$ cat config.mk
export PLATFORM = sky130hd
export DESIGN_NAME = rmpb_lane
export DESIGN_NICKNAME = d
export VERILOG_FILES = /design/src/rtl/rmpb_pkg.sv /design/src/rtl/rmpb_lane.sv
export SDC_FILE = /design/constraint.sdc
export NUM_CORES = 1
export LEC_CHECK = 0
export BUFFER_PORTS_ARGS = -buffer_cell sky130_fd_sc_hd__buf_2
export CAP_MARGIN = 20
export CORE_ASPECT_RATIO = 0.8
export CORE_MARGIN = 2
export CORE_UTILIZATION = 40
export DETAILED_ROUTE_END_ITERATION = 12
export PLACE_DENSITY_LB_ADDON = 0.05
export SLEW_MARGIN = 10
export SYNTH_ARGS = -nofsm -noshare
export SYNTH_HDL_FRONTEND = slang
export SYNTH_SLANG_ARGS = --single-unit
$ cat constraint.sdc
create_clock -name i_clk -period 9.7 [get_ports i_clk]
set_clock_uncertainty 0.1 [all_clocks]
set_input_delay 0.97 -clock i_clk [delete_from_list [all_inputs] [get_ports i_clk]]
set_output_delay 0.97 -clock i_clk [all_outputs]
set_load 0.1 [all_outputs]
$ cat src/rtl/rmpb_pkg.sv
`timescale 1ns / 1ps
`default_nettype none

package rmpb_pkg;

    localparam int CH_W   = 16;
    localparam int NUM_CH = 4;
    localparam int APB_DW = 64;
    localparam int APB_AW = 6;
    localparam int FAC_W  = 63;

    typedef enum logic [2:0] {
        MODE_CONST   = 3'd0,
        MODE_CHAN    = 3'd1,
        MODE_WEIGHT  = 3'd2,
        MODE_MERGE   = 3'd3,
        MODE_FILL    = 3'd4,
        MODE_REVFILL = 3'd5,
        MODE_CHDIFF  = 3'd6,
        MODE_TEXDIFF = 3'd7
    } t_mode;

    typedef enum logic [2:0] {
        REG_MODE    = 3'd0,
        REG_MASK    = 3'd1,
        REG_SELECT  = 3'd2,
        REG_FACTORS = 3'd3,
        REG_RED     = 3'd4,
        REG_GREEN   = 3'd5,
        REG_BLUE    = 3'd6,
        REG_ALPHA   = 3'd7
    } t_reg_idx;

    typedef struct packed {
        logic [CH_W-1:0] dest_red;
        logic [CH_W-1:0] dest_green;
        logic [CH_W-1:0] dest_blue;
        logic [CH_W-1:0] dest_alpha;
        logic [CH_W-1:0] src_red;
        logic [CH_W-1:0] src_green;
        logic [CH_W-1:0] src_blue;
        logic [CH_W-1:0] src_alpha;
        logic [CH_W-1:0] weight_value;
    } t_in;

    typedef struct packed {
        logic [CH_W-1:0] out_red;
        logic [CH_W-1:0] out_green;
        logic [CH_W-1:0] out_blue;
        logic [CH_W-1:0] out_alpha;
    } t_out;

    typedef struct packed {
        t_mode             mode;
        logic [NUM_CH-1:0] channel_mask;
        logic [1:0]        channel_select;
        logic [FAC_W-1:0]  channel_factors;
        logic [CH_W-1:0]   color_red;
        logic [CH_W-1:0]   color_green;
        logic [CH_W-1:0]   color_blue;
        logic [CH_W-1:0]   color_alpha;
    } t_cfg;

    typedef struct packed {
        logic load;
        logic diff;
    } t_lane_ctl;

endpackage

`default_nettype wire

$ cat src/rtl/rmpb_lane.sv
`timescale 1ns / 1ps
`default_nettype none

module rmpb_lane #(
    parameter int FRAC_BITS = 15
) (
    input  wire logic                          i_clk,
    input  wire rmpb_pkg::t_lane_ctl           i_ctl,
    input  wire logic [rmpb_pkg::CH_W-1:0]     i_a,
    input  wire logic [rmpb_pkg::CH_W-1:0]     i_b,
    input  wire logic [FRAC_BITS:0]            i_f,
    output logic      [rmpb_pkg::CH_W-1:0]     o_value
);

    localparam int FW = FRAC_BITS + 1;
    localparam int PW = rmpb_pkg::CH_W + FW;
    localparam logic [FW-1:0] ONE  = FW'(1) << FRAC_BITS;
    localparam logic [PW:0]   HALF = (PW+1)'(1) << (FRAC_BITS - 1);

    logic [FW-1:0]             one_minus;
    logic [PW-1:0]             n_pa;
    logic [PW-1:0]             n_pb;
    logic [rmpb_pkg::CH_W-1:0] n_diff;
    logic [PW-1:0]             r_pa;
    logic [PW-1:0]             r_pb;
    logic [rmpb_pkg::CH_W-1:0] r_diff;
    logic                      r_is_diff;
    logic [PW:0]               sum;

    assign one_minus = ONE - i_f;
    assign n_pa      = PW'(i_a) * PW'(one_minus);
    assign n_pb      = PW'(i_b) * PW'(i_f);
    assign n_diff    = (i_a > i_b) ? (i_a - i_b) : (i_b - i_a);

    always_ff @(posedge i_clk) begin
        if (i_ctl.load) begin
            r_pa      <= n_pa;
            r_pb      <= n_pb;
            r_diff    <= n_diff;
            r_is_diff <= i_ctl.diff;
        end
    end

    // round half up, then drop the fraction
    assign sum     = (PW+1)'(r_pa) + (PW+1)'(r_pb) + HALF;
    assign o_value = r_is_diff ? r_diff : sum[FRAC_BITS +: rmpb_pkg::CH_W];

endmodule

`default_nettype wire

==> results.yml <==
setup_path:
  endpoint_kind: "flip-flop"
  start_kind: "input pin"
  required_ps: 9710
  cp_max_fo: 11
  path_class: "input pin to flip-flop"
  cp.arrival_ps: 8620
  cpMaxStageDelayCell: "xor2_1"
  max_stage_delay_ps: 590
finish:
  final_layout_size_suffix_gt1_frac: 0.0535
  final_nets: 3190
  area_growth_pct: 6.22
  n_antenna_cell: 0
  fillerInstances: 5589
sta:
  slew_headroom: 0.428
  min_period_over_period: 0.888
  setup_tns_ps: 0
  tightest_slew_ps: 851
  rsz0062_at_grt: "false"
  finalHoldViolCount: 0
  whs_ps: 688
  setup_viol: 0
  report.final.slew_viol_count: 0
  max_freq_mhz: 116
  period_needed_ps: 8620
clock_network:
  postCtsSetupRepairBufs: 0
  cts_tree: "done"
  clock-sinks: 79
  ctsHtreeMaxLevel: 3
  hold_buffers: 0
  cts.path.max_buffers: 2
  cts_resized: 0
  cts_buffers: 9
  root_buffer: "clkbuf_16"
  path_clk_slew_ps: 60
yosys:
  avgSynthCellArea_sq_um: 9.04
  synth_fp_nets: 3189
  synth_largest_area_cell: "fa_1"
  ys_types: 73
  yosysSeqAreaShare: 0.107
  ys_ff_latch: 79
  yosys_warnings: 0
  mappedNetlistArea_sq_mm: 0.0222
  ys_async_sr_fraction: 0
  synth_ff_type: "edfxtp_1"
  synth_top_area_share: 0.349
  synthTopCellsByArea: "fa_1 (35%), ha_1 (16%), edfxtp_1 (11%)"
  synth_cells: 2461
  synth_edf_count: 79
place:
  dp_hpwl_um: 49300
  port_buffers: 66
  gp_congestion: 0.886
flow_run:
  maxCapViolations: 0
grt:
  grt_pass1_wl_um: 100000
  grt_max_degree: 50
  grt_pass1_vias: 17700
  grt_use_total: 0.226
  antenna_found_initial: 0
  grt_remaining_overflow: 0
floorplan:
  start_util: 0.404
  fp.dieH_um: 215
  core_area_sq_mm: 0.0551
  core.rowCount: 77
  fp.dieW_um: 268
  fp.dieArea_sq_mm: 0.0575
  io_pins: 67
detailed_routing:
  post_drt_wl_per_cell_um: 19.0
  detail-route-antenna-nets: 0
  drc: 0
  drt-total-wl_um: 61100
  dr_total_vias: 16300
  vias_per_cell: 5.07
  dr.pass1.iters: 6
  first_iter_violations: 869
hold_path:
  hold_path_class: "input pin to flip-flop"
run_status:
  status: "finished, final reports clean"
## cells by family after synthesis
| logic type | count (synthesis) | synth area share |
|---|---|---|
| AO/OA/AOI/OAI | 266 | 0.0804 |
| XOR/XNOR | 99 | 0.0398 |
| adder cells (fa/ha/maj) | 677 | 0.512 |
| buffers and inverters | 612 | 0.104 |
| flip-flops | 79 | 0.107 |
| multiplexers | 11 | 0.00506 |
| AND/OR/NAND/NOR | 717 | 0.152 |
## per-stage QoR
step           setup WS (ps)  cells   util  area, sq um
6_report                1080   3216  0.429        23600
5_1_grt                  564   3216  0.429        23600
4_1_cts                 1120   3216  0.429        23600
3_5_place_dp             778   3201  0.423        23300
3_3_place_gp             970   3201  0.423        23300
2_1_floorplan           1500   2461      -        22200
## Yosys cell counts, types with 9 or more instances
cell      count
a211oi_1      9
a21o_1       29
a21oi_1      84
and2_1      184
and3_1       10
buf_1         9
buf_2        10
clkbuf_1     78
edfxtp_1     79
fa_1        388
ha_1        289
inv_1       513
mux2i_1       9
nand2_1     372
nand2b_1      9
nand3_1      18
nor2_1       68
nor2b_1      13
nor3_1       14
o21ai_0      57
o21bai_1     13
xnor2_1      67
xor2_1       31
## layout by cell type, fill, tap and decap left out, types with 57 or more instances in the layout
cell type / n
nand2_1: 372
xnor2_1: 67
o21ai_0: 57
ha_1: 289
edfxtp_1: 79
inv_1: 513
a21oi_1: 84
buf_2: 65
and2_1: 184
nor2_1: 68
fa_1: 388
## final cells by class
cell class | instances | area (sq um) | share of cell area
clock buffer | 9 | 225 | 0.00953
clock inverter | 6 | 110 | 0.00466
inverter | 514 | 1930 | 0.0817
multi-input combinational | 1770 | 17600 | 0.743
sequential | 79 | 2370 | 0.100
tap | 750 | 938 | 0.0397
timing repair buffer | 88 | 498 | 0.0211
## routing by layer
| metal | vias up | GRT usage | wire length [um] |
|---|---|---|---|
| li1 | 7607 | - | - |
| met1 | 8290 | 0.340 | 30400 |
| met2 | 344 | 0.352 | 27300 |
| met3 | 57 | 0.0286 | 2660 |
| met4 | 0 | 0.0358 | 850 |
| met5 | - | 0 | 0 |
## critical path: cells and delay by family
kind	cells	cell delay [ps]
and+or+nand+nor	7	1350
AOI/OAI and AO/OA	6	1670
adders and majority gates	8	3290
xor gates and xnor gates	2	710
buffers and inverters	7	610
## worst paths after layout
kind              startpoint   endpoint  slack [ps]  cells past startpoint
setup / recovery      i_f[1]   r_pa[29]        1080                     30
hold / removal      i_ctl[0]  r_is_diff         690                      1
## sequential cells by signal (all words and copies together) (netlist names)
| name | flops |
|---|---|
| r_is_diff | 1 |
| r_pb | 31 |
| r_pa | 31 |
| r_diff | 16 |
Power is left out: the tool's default activity adds up to more than one toggle a clock period on the data nets, which glitch-free logic cannot reach.
