`config.mk`:
```
export PLATFORM = sky130hd
export DESIGN_NAME = rmpb_regs
export DESIGN_NICKNAME = d
export VERILOG_FILES = /design/src/rtl/rmpb_pkg.sv /design/src/rtl/rmpb_regs.sv
export SDC_FILE = /design/constraint.sdc
export NUM_CORES = 1
export LEC_CHECK = 0
export BUFFER_PORTS_ARGS = -buffer_cell sky130_fd_sc_hd__buf_2
export CORE_ASPECT_RATIO = 0.9
export CORE_UTILIZATION = 35
export DETAILED_ROUTE_END_ITERATION = 6
export GPL_TIMING_DRIVEN = 0
export PLACE_DENSITY = 0.67
export SYNTH_ARGS = -nofsm -noshare
export SYNTH_HDL_FRONTEND = slang
export SYNTH_SLANG_ARGS = --single-unit
```
`constraint.sdc`:
```
create_clock -name i_clk -period 2.27 [get_ports i_clk]
set_input_delay 0.1135 -clock i_clk [delete_from_list [all_inputs] [get_ports i_clk]]
set_output_delay 0.1135 -clock i_clk [all_outputs]
set_load 0.005 [all_outputs]
```
`src/rtl/rmpb_pkg.sv`:
```
`timescale 1ns / 1ps
`default_nettype none

package rmpb_pkg;

    localparam int CH_W   = 16;
    localparam int NUM_CH = 4;
    localparam int APB_DW = 64;
    localparam int APB_AW = 6;
    localparam int FAC_W  = 63;

    typedef enum logic [2:0] {
        MODE_CONST   = 3'd0,
        MODE_CHAN    = 3'd1,
        MODE_WEIGHT  = 3'd2,
        MODE_MERGE   = 3'd3,
        MODE_FILL    = 3'd4,
        MODE_REVFILL = 3'd5,
        MODE_CHDIFF  = 3'd6,
        MODE_TEXDIFF = 3'd7
    } t_mode;

    typedef enum logic [2:0] {
        REG_MODE    = 3'd0,
        REG_MASK    = 3'd1,
        REG_SELECT  = 3'd2,
        REG_FACTORS = 3'd3,
        REG_RED     = 3'd4,
        REG_GREEN   = 3'd5,
        REG_BLUE    = 3'd6,
        REG_ALPHA   = 3'd7
    } t_reg_idx;

    typedef struct packed {
        logic [CH_W-1:0] dest_red;
        logic [CH_W-1:0] dest_green;
        logic [CH_W-1:0] dest_blue;
        logic [CH_W-1:0] dest_alpha;
        logic [CH_W-1:0] src_red;
        logic [CH_W-1:0] src_green;
        logic [CH_W-1:0] src_blue;
        logic [CH_W-1:0] src_alpha;
        logic [CH_W-1:0] weight_value;
    } t_in;

    typedef struct packed {
        logic [CH_W-1:0] out_red;
        logic [CH_W-1:0] out_green;
        logic [CH_W-1:0] out_blue;
        logic [CH_W-1:0] out_alpha;
    } t_out;

    typedef struct packed {
        t_mode             mode;
        logic [NUM_CH-1:0] channel_mask;
        logic [1:0]        channel_select;
        logic [FAC_W-1:0]  channel_factors;
        logic [CH_W-1:0]   color_red;
        logic [CH_W-1:0]   color_green;
        logic [CH_W-1:0]   color_blue;
        logic [CH_W-1:0]   color_alpha;
    } t_cfg;

    typedef struct packed {
        logic load;
        logic diff;
    } t_lane_ctl;

endpackage

`default_nettype wire

```
`src/rtl/rmpb_regs.sv`:
```
`timescale 1ns / 1ps
`default_nettype none

module rmpb_regs (
    input  wire logic                        i_clk,
    input  wire logic                        i_rst_n,
    input  wire logic                        psel,
    input  wire logic                        penable,
    input  wire logic                        pwrite,
    input  wire logic [rmpb_pkg::APB_AW-1:0] paddr,
    input  wire logic [rmpb_pkg::APB_DW-1:0] pwdata,
    output logic      [rmpb_pkg::APB_DW-1:0] prdata,
    output logic                             pready,
    output rmpb_pkg::t_cfg                   o_cfg
);

    rmpb_pkg::t_cfg     r_cfg;
    rmpb_pkg::t_reg_idx idx;
    logic               wr_en;

    assign idx    = rmpb_pkg::t_reg_idx'(paddr[5:3]);
    assign wr_en  = psel && penable && pwrite;
    assign pready = 1'b1;
    assign o_cfg  = r_cfg;

    always_ff @(posedge i_clk) begin
        if (!i_rst_n) begin
            r_cfg.mode            <= rmpb_pkg::MODE_CONST;
            r_cfg.channel_mask    <= '1;
            r_cfg.channel_select  <= '0;
            r_cfg.channel_factors <= '0;
            r_cfg.color_red       <= '0;
            r_cfg.color_green     <= '0;
            r_cfg.color_blue      <= '0;
            r_cfg.color_alpha     <= '0;
        end else if (wr_en) begin
            unique case (idx)
                rmpb_pkg::REG_MODE:    r_cfg.mode <= rmpb_pkg::t_mode'(pwdata[2:0]);
                rmpb_pkg::REG_MASK:    r_cfg.channel_mask <= pwdata[3:0];
                rmpb_pkg::REG_SELECT:  r_cfg.channel_select <= pwdata[1:0];
                rmpb_pkg::REG_FACTORS: r_cfg.channel_factors <= pwdata[62:0];
                rmpb_pkg::REG_RED:     r_cfg.color_red <= pwdata[15:0];
                rmpb_pkg::REG_GREEN:   r_cfg.color_green <= pwdata[15:0];
                rmpb_pkg::REG_BLUE:    r_cfg.color_blue <= pwdata[15:0];
                rmpb_pkg::REG_ALPHA:   r_cfg.color_alpha <= pwdata[15:0];
                default: ;
            endcase
        end
    end

    always_comb begin
        unique case (idx)
            rmpb_pkg::REG_MODE:    prdata = {61'd0, r_cfg.mode};
            rmpb_pkg::REG_MASK:    prdata = {60'd0, r_cfg.channel_mask};
            rmpb_pkg::REG_SELECT:  prdata = {62'd0, r_cfg.channel_select};
            rmpb_pkg::REG_FACTORS: prdata = {1'b0, r_cfg.channel_factors};
            rmpb_pkg::REG_RED:     prdata = {48'd0, r_cfg.color_red};
            rmpb_pkg::REG_GREEN:   prdata = {48'd0, r_cfg.color_green};
            rmpb_pkg::REG_BLUE:    prdata = {48'd0, r_cfg.color_blue};
            rmpb_pkg::REG_ALPHA:   prdata = {48'd0, r_cfg.color_alpha};
            default:               prdata = '0;
        endcase
    end

endmodule

`default_nettype wire

```
==> results.md, run 1 <==
- Fill count: 1,725
- Cell chosen for the clock root: clkbuf_16
- Top-count cell post-synth: nand2_1
- Synth top area cells: dfxtp_1 (43%), nand2_1 (15%), a21boi_1 (9.5%)
- Met1 layer wirelength in the final routing: 9730 um
- # IOs: 276
- Maximum clock path buffer count: 2
- Arrival time at the worst endpoint: 1680 ps
- Pin count of the biggest net entering global routing: 17
- Leading cell types by count after synthesis: nand2_1 (249), dfxtp_1 (136), a21boi_1 (80), a21boi_0 (48), and2_1 (47)
- Die area: 18,600 um^2
- Syn Std Cell Area: 6320 um^2
- Aggregate global-route resource usage: 24.6%
- Layout net count: 1,170
- Detailed Routing Iterations Pass 1: 4
- Normalized max-slew margin: 59.0%
- Multi-input combinational cell area: 3250 um^2
- Count of maximum capacitance violations: 0
- Worst hold start: pwdata[38]
- Register bit total from synthesis: 136
- Clk_lat worst skew: 410 ps
- Iteration-0 DRC count of the detailed router: 339
- Number of antenna violations at the first check in global routing: 0
- Xor-xnor portion of the synthesized cell area: 0%
- Compound-cell area share of the yosys netlist: 23.2%
- CORE AREA: 17,700 um^2
- Post-route clock period utilization: 79.0%
- Post-synthesis simple-gate area fraction: 23.6%
- Number of global-route vias before repair: 6,121
- Half-perimeter wire length after placement: 16,800 um
- Synth area leader: dfxtp_1
- Dominant combinational cell family by area after synthesis: simple AND/OR/NAND/NOR gates
- Clock Skew: 0 ps
- Die boundary height: 130 um
- Final Hold Fails: 0
- Outcome: finished clean
- Data required time of the critical path: 2160 ps
- Multiplexer area fraction after synthesis: 4.49%
- Worst hold path stage count: 3
- WS Path Type: input pin to output port
- Number of levels the H-tree was split into: 4
- Reg-to-reg setup timing slack: 1500 ps
- TritonCTS clock tree: yes
- Kind of start point of the critical path: input pin
- Number of vias after detailed routing: 6,655
- Max Slew Vio Count: 0
- Area share of the leading cell type in the synthesized netlist: 43.1%
- Ys async rst share: 0%
- Global route overflow: 0
- Dominant synthesized flop cell: dfxtp_1
- TritonCTS Buffers: 17
- Sink count of the clock tree: 136
- Highest net fanout along the worst path: 10
- Power per standard cell area: 615 nW/um^2
- Area grow syn2layout: 44.2%
- Area of all sequential standard cells: 2720 um^2
- Sequential share of the synthesized area: 43.1%
- Setup repair after global routing missed its margin: false
- Drt via density: 4.94
- Placer's final routability congestion estimate: 0.842
- Final worst setup slack: 477 ps
- FF-to-FF Start: o_cfg[114]$_SDFFE_PN0P_
- Crit Reg-Reg Endpoint: o_cfg[114]$_SDFFE_PN0P_
- # port buffers: 265
- Net count of the mapped netlist: 827
- DIE WIDTH: 144 um
- F_max: 558 MHz
- Number of distinct library cell variants in the gate-level netlist after synthesis: 35
- Clock Pin Slew Worst Setup and Hold Paths: 50 ps
- Final setup violation count: 0
- Remaining routing DRC violations: 0
- Global-route wire length before repair: 34,100 um
- Final critical delay including setup and external delays: 1790 ps
- Leakage power summed over all cells: 4.07 nW
- Highest layer used for signal routing: met4
- Remaining number of nets flagged by the antenna check after routing: 0
- EDFF count, synth: 0
- Max reg flops: 136
- Class of the most critical hold timing path: input pin to register
- Cells resized by post-CTS repair: 0
- Worst reg-to-reg path cell count: 2
- End point of the worst hold path: o_cfg[102]$_SDFFE_PN0P_
- Post-layout utilization of the core: 51.6%
- Slew @ Worst Pin: 615 ps
- Kind of end point of the critical path: output port
- Total power: 5.61 mW
- Maximum vdd ir drop: 497 uV
- Synth warnings: 0
- Hold buffer count at cts: 59
- Routed len/inst: 17.0 um
- Placement-stage worst setup slack: 447 ps
- Setup total negative slack: 0 ps
- Effective utilization at floorplan: 35.8%
- Post-Synthesis Cells: 752
- Synthesized-area fraction occupied by adder cells: 0%
- Detailed route wirelength on metal3: 1750 um
- Total detailed-routing wirelength: 22,900 um
- Count of buffers added by post-CTS timing repair for setup: 0
- Detail Route met2 WL: 11,100 um
- Share of post-route cells with drive strength above 1: 32.4%
- ANT cells: 0
- Mean Syn Cell Area: 8.41 um^2
- Row count: 46
[routing by layer]
metal	track usage, %	vias up
li1	-	3205
met1	30.2	3131
met2	42.8	295
met3	5.88	24
met4	6.70	0
met5	0	-
[critical path: stages]
cell and delay, ps:
buf_2 130, nor2b_1 360, clkbuf_1 530, a22o_1 240
a22o_1 170, buf_2 130
[logic make-up (layout without fill, tap and decap cells)]
kind of cell / count (synthesis) / count (layout)
AND/OR/NAND/NOR: 330 / 330
AO/OA/AOI/OAI: 196 / 196
flip-flops: 136 / 136
buffers and inverters: 63 / 418
multiplexers: 25 / 25
other: 2 / 2
[final cells by class]
| cell class | count | area share, % |
|---|---|---|
| plain buffers | 61 | 3.79 |
| clock buffers | 20 | 5.01 |
| clock inverters | 11 | 1.34 |
| inverters | 2 | 0.0823 |
| multi-input cells | 553 | 35.6 |
| flip-flops and latches | 136 | 29.9 |
| well taps | 240 | 3.29 |
| repair buffers | 324 | 21.0 |
[placed cells by master (no fill, tap or decap), drive strengths merged]
master / Yosys / final
mux2i: 7 / 7
a21boi: 128 / 128
and4: 1 / 1
nor2: 10 / 10
nand3: 5 / 5
nor4: 2 / 2
nand2b: 2 / 2
nor3: 2 / 2
nor2b: 8 / 8
mux2: 17 / 17
buf: 38 / 303
clkinv: 0 / 7
a21oi: 3 / 3
a221oi: 2 / 2
a31oi: 2 / 2
nand4b: 1 / 1
and2: 47 / 47
o211ai: 1 / 1
nand2: 250 / 250
o21ai: 20 / 20
nand4: 1 / 1
inv: 2 / 3
or2: 1 / 1
dfxtp: 136 / 136
clkinvlp: 0 / 1
a22o: 40 / 40
clkbuf: 23 / 43
conb: 2 / 2
bufinv: 0 / 2
dlygate4sd3: 0 / 59
mux4: 1 / 1
[stage by stage]
stage	instances	hold WS [ps]	area, um^2
detailed placement	1257	358	7950
finish	1347	7.33	9120
floorplan	752	238	6320
global placement	1257	354	7950
global route	1347	4.40	9120
CTS	1347	2.04	9120
[where the power goes]
| group | switching, mW | leakage [nW] | total, mW | internal [mW] |
|---|---|---|---|---|
| clock network | 1.07 | 0.286 | 2.74 | 1.67 |
| logic | 0.239 | 2.69 | 0.455 | 0.216 |
| registers | 0.0145 | 1.10 | 2.42 | 2.41 |
| total | 1.32 | 4.07 | 5.61 | 4.29 |
[how the worst max path moves through the flow]
stage,endpoint,cells after the start,slack (ps),from
6_report,prdata[15],6,480,paddr[4]
2_1_floorplan,prdata[6],5,960,paddr[3]
3_5_place_dp,prdata[15],6,450,paddr[4]
3_3_place_gp,prdata[15],6,440,paddr[4]
5_1_grt,prdata[3],7,370,paddr[5]
4_1_cts,prdata[15],6,450,paddr[4]
No activity file was read; power rests on OpenSTA's default activity.
==> inputs of run 2 (changes only) <==
--- a/config.mk
+++ b/config.mk
@@ -5,6 +5,7 @@
 export SDC_FILE = /design/constraint.sdc
 export NUM_CORES = 1
 export LEC_CHECK = 0
+export ABC_AREA = 1
 export BUFFER_PORTS_ARGS = -buffer_cell sky130_fd_sc_hd__buf_2
 export CORE_ASPECT_RATIO = 0.9
 export CORE_UTILIZATION = 35
==> constraint.sdc (replaced) <==
create_clock -name i_clk -period 1.79 [get_ports i_clk]
set_input_delay 0.0895 -clock i_clk [delete_from_list [all_inputs] [get_ports i_clk]]
set_output_delay 0.0895 -clock i_clk [all_outputs]
set_load 0.005 [all_outputs]
==> results.md, run 2 <==
- Leading cell types by count after synthesis: nor2_1 (213), dfxtp_1 (136), nor3_1 (116), o21ai_0 (102), inv_1 (71)
- EDFF count, synth: 0
- Cells resized by post-CTS repair: 0
- Arrival time at the worst endpoint: 1490 ps
- Setup repair after global routing missed its margin: false
- Routed len/inst: 16.4 um
- # port buffers: 264
- Max reg flops: 136
- FF-to-FF Start: o_cfg[49]$_SDFFE_PN0P_
- Number of distinct library cell variants in the gate-level netlist after synthesis: 26
- Sequential share of the synthesized area: 44.1%
- Die area: 18,200 um^2
- TritonCTS Buffers: 17
- Critical path origin: o_cfg[19]$_SDFFE_PN0P_
- Final critical delay including setup and external delays: 1580 ps
- Multiplexer area fraction after synthesis: 0%
- Post-route clock period utilization: 88.3%
- Cell chosen for the clock root: clkbuf_16
- Xor-xnor portion of the synthesized cell area: 0%
- Number of global-route vias before repair: 6,721
- WS Path Type: register to output port
- Setup total negative slack: 0 ps
- Number of levels the H-tree was split into: 4
- Remaining routing DRC violations: 0
- Clk_lat worst skew: 420 ps
- Detailed Routing Iterations Pass 1: 5
- Global route overflow: 0
- Dominant synthesized flop cell: dfxtp_1
- Synth top area cells: dfxtp_1 (44%), nor2_1 (13%), nor3_1 (9.4%)
- Layout net count: 1,296
- TritonCTS clock tree: yes
- Class of the most critical hold timing path: input pin to register
- Outcome: finished clean
- Iteration-0 DRC count of the detailed router: 461
- Synthesized-area fraction occupied by adder cells: 0%
- Compound-cell area share of the yosys netlist: 12.0%
- Final Hold Fails: 0
- Placer's final routability congestion estimate: 0.864
- Post-Synthesis Cells: 890
- Fill count: 1,648
- Dominant combinational cell family by area after synthesis: simple AND/OR/NAND/NOR gates
- Drt via density: 4.97
- Kind of start point of the critical path: register
- Slew @ Worst Pin: 627 ps
- Worst setup path endpoint: prdata[3]
- Share of post-route cells with drive strength above 1: 28.6%
- Ys async rst share: 0%
- Die boundary height: 128 um
- Highest net fanout along the worst path: 3
- Aggregate global-route resource usage: 26.6%
- Clock Pin Slew Worst Setup and Hold Paths: 70 ps
- Global-route wire length before repair: 37,100 um
- Final setup violation count: 0
- Pin count of the biggest net entering global routing: 17
- Max Slew Vio Count: 0
- Sink count of the clock tree: 136
- Reg-to-reg setup timing slack: 1030 ps
- Synth warnings: 0
- Maximum clock path buffer count: 2
- # IOs: 276
- Crit Reg-Reg Endpoint: o_cfg[49]$_SDFFE_PN0P_
- Normalized max-slew margin: 58.2%
- Net count of the mapped netlist: 965
- Remaining number of nets flagged by the antenna check after routing: 0
- Count of maximum capacitance violations: 0
- Number of vias after detailed routing: 7,302
- Worst reg-to-reg path cell count: 2
- DIE WIDTH: 142 um
- Data required time of the critical path: 1700 ps
- Area grow syn2layout: 44.1%
- Effective utilization at floorplan: 36.2%
- Total detailed-routing wirelength: 24,000 um
- CORE AREA: 17,100 um^2
- Most common cell after layout, fill and taps aside: buf_2
- Syn Std Cell Area: 6170 um^2
- Post-route non-filler standard cell count: 1,469
- Clock Skew: 0 ps
- Row count: 45
- Maximum vdd ir drop: 642 uV
- F_max: 633 MHz
- Kind of end point of the critical path: output port
- Half-perimeter wire length after placement: 17,500 um
- Power per standard cell area: 843 nW/um^2
- Register bit total from synthesis: 136
- Top-count cell post-synth: nor2_1
- Area share of the leading cell type in the synthesized netlist: 44.1%
- Leakage power summed over all cells: 4.29 nW
- ANT cells: 0
- Post-synthesis simple-gate area fraction: 33.6%
- Number of antenna violations at the first check in global routing: 0
- Highest-count cells in the layout ignoring fill and taps: buf_2 (297), nor2_1 (213), dfxtp_1 (136)
- Synth area leader: dfxtp_1
- Mean Syn Cell Area: 6.94 um^2
- Inst Count DP: 1,389
run 2: critical path, stage by stage (launching register included):
cell and delay, ps:
dfxtp_1 360, inv_1 50, o21ai_0 330, nor2_1 130, nand2_1 70, buf_2 120
run 2: cell families (layout without fill, tap and decap cells):
group / Yosys count / after routing
compound gates: 147 / 147
buf+inv: 147 / 491
flops: 136 / 136
other cells: 2 / 2
simple gates: 458 / 458
run 2: what timing repair did:
item	in CTS	in global routing
endpoints found under the hold margin	49	0
hold buffers	48	0
setup buffers	0	0
run 2: stage by stage:
step,hold slack (ps),util [%],instance area (um^2),setup slack (ps),power (mW)
2_1_floorplan,216,-,6170,714,3.43
5_1_grt,13.1,52.1,8890,99.1,7.72
3_5_place_dp,325,45.6,7790,125,3.70
4_1_cts,1.84,52.1,8890,208,7.51
6_report,10.5,52.1,8890,210,7.50
3_3_place_gp,320,45.6,7790,147,3.70
run 2: where the power goes:
part / total (mW) / leakage (nW) / internal, mW / switching [mW]
Sequential: 3.10 / 1.10 / 3.07 / 0.0339
Combinational: 0.624 / 2.88 / 0.240 / 0.384
Clock: 3.78 / 0.311 / 2.27 / 1.50
Total: 7.50 / 4.29 / 5.58 / 1.92
run 2: how the worst min path moves through the flow:
stage | endpoint | depth (start not counted) | from
after floorplan | o_cfg[131]$_SDFFE_PN1P_ | 2 | pwdata[2]
after global placement | o_cfg[121]$_SDFFE_PN0P_ | 3 | pwdata[57]
after detailed placement | o_cfg[97]$_SDFFE_PN0P_ | 3 | pwdata[33]
after CTS | o_cfg[10]$_SDFFE_PN0P_ | 3 | pwdata[10]
after global routing | o_cfg[12]$_SDFFE_PN0P_ | 3 | pwdata[12]
final | o_cfg[12]$_SDFFE_PN0P_ | 3 | pwdata[12]
run 2: area by class of cell:
| cell class | count | area, um^2 | share of cell area, % |
|---|---|---|---|
| Inverter | 74 | 280 | 3.15 |
| Buffer | 73 | 349 | 3.93 |
| Multi-Input combinational cell | 607 | 2820 | 31.7 |
| Clock buffer | 18 | 439 | 4.94 |
| Sequential cell | 136 | 2720 | 30.6 |
| Tap cell | 235 | 294 | 3.31 |
| Clock inverter | 14 | 186 | 2.10 |
| Timing Repair Buffer | 312 | 1800 | 20.3 |
run 2: layer usage:
metal | GRT usage [%] | vias up | wire length [um]
li1 | - | 3588 | -
met1 | 33.7 | 3323 | 10500
met2 | 44.9 | 361 | 11200
met3 | 5.90 | 30 | 1870
met4 | 8.48 | 0 | 450
met5 | 0 | - | 0
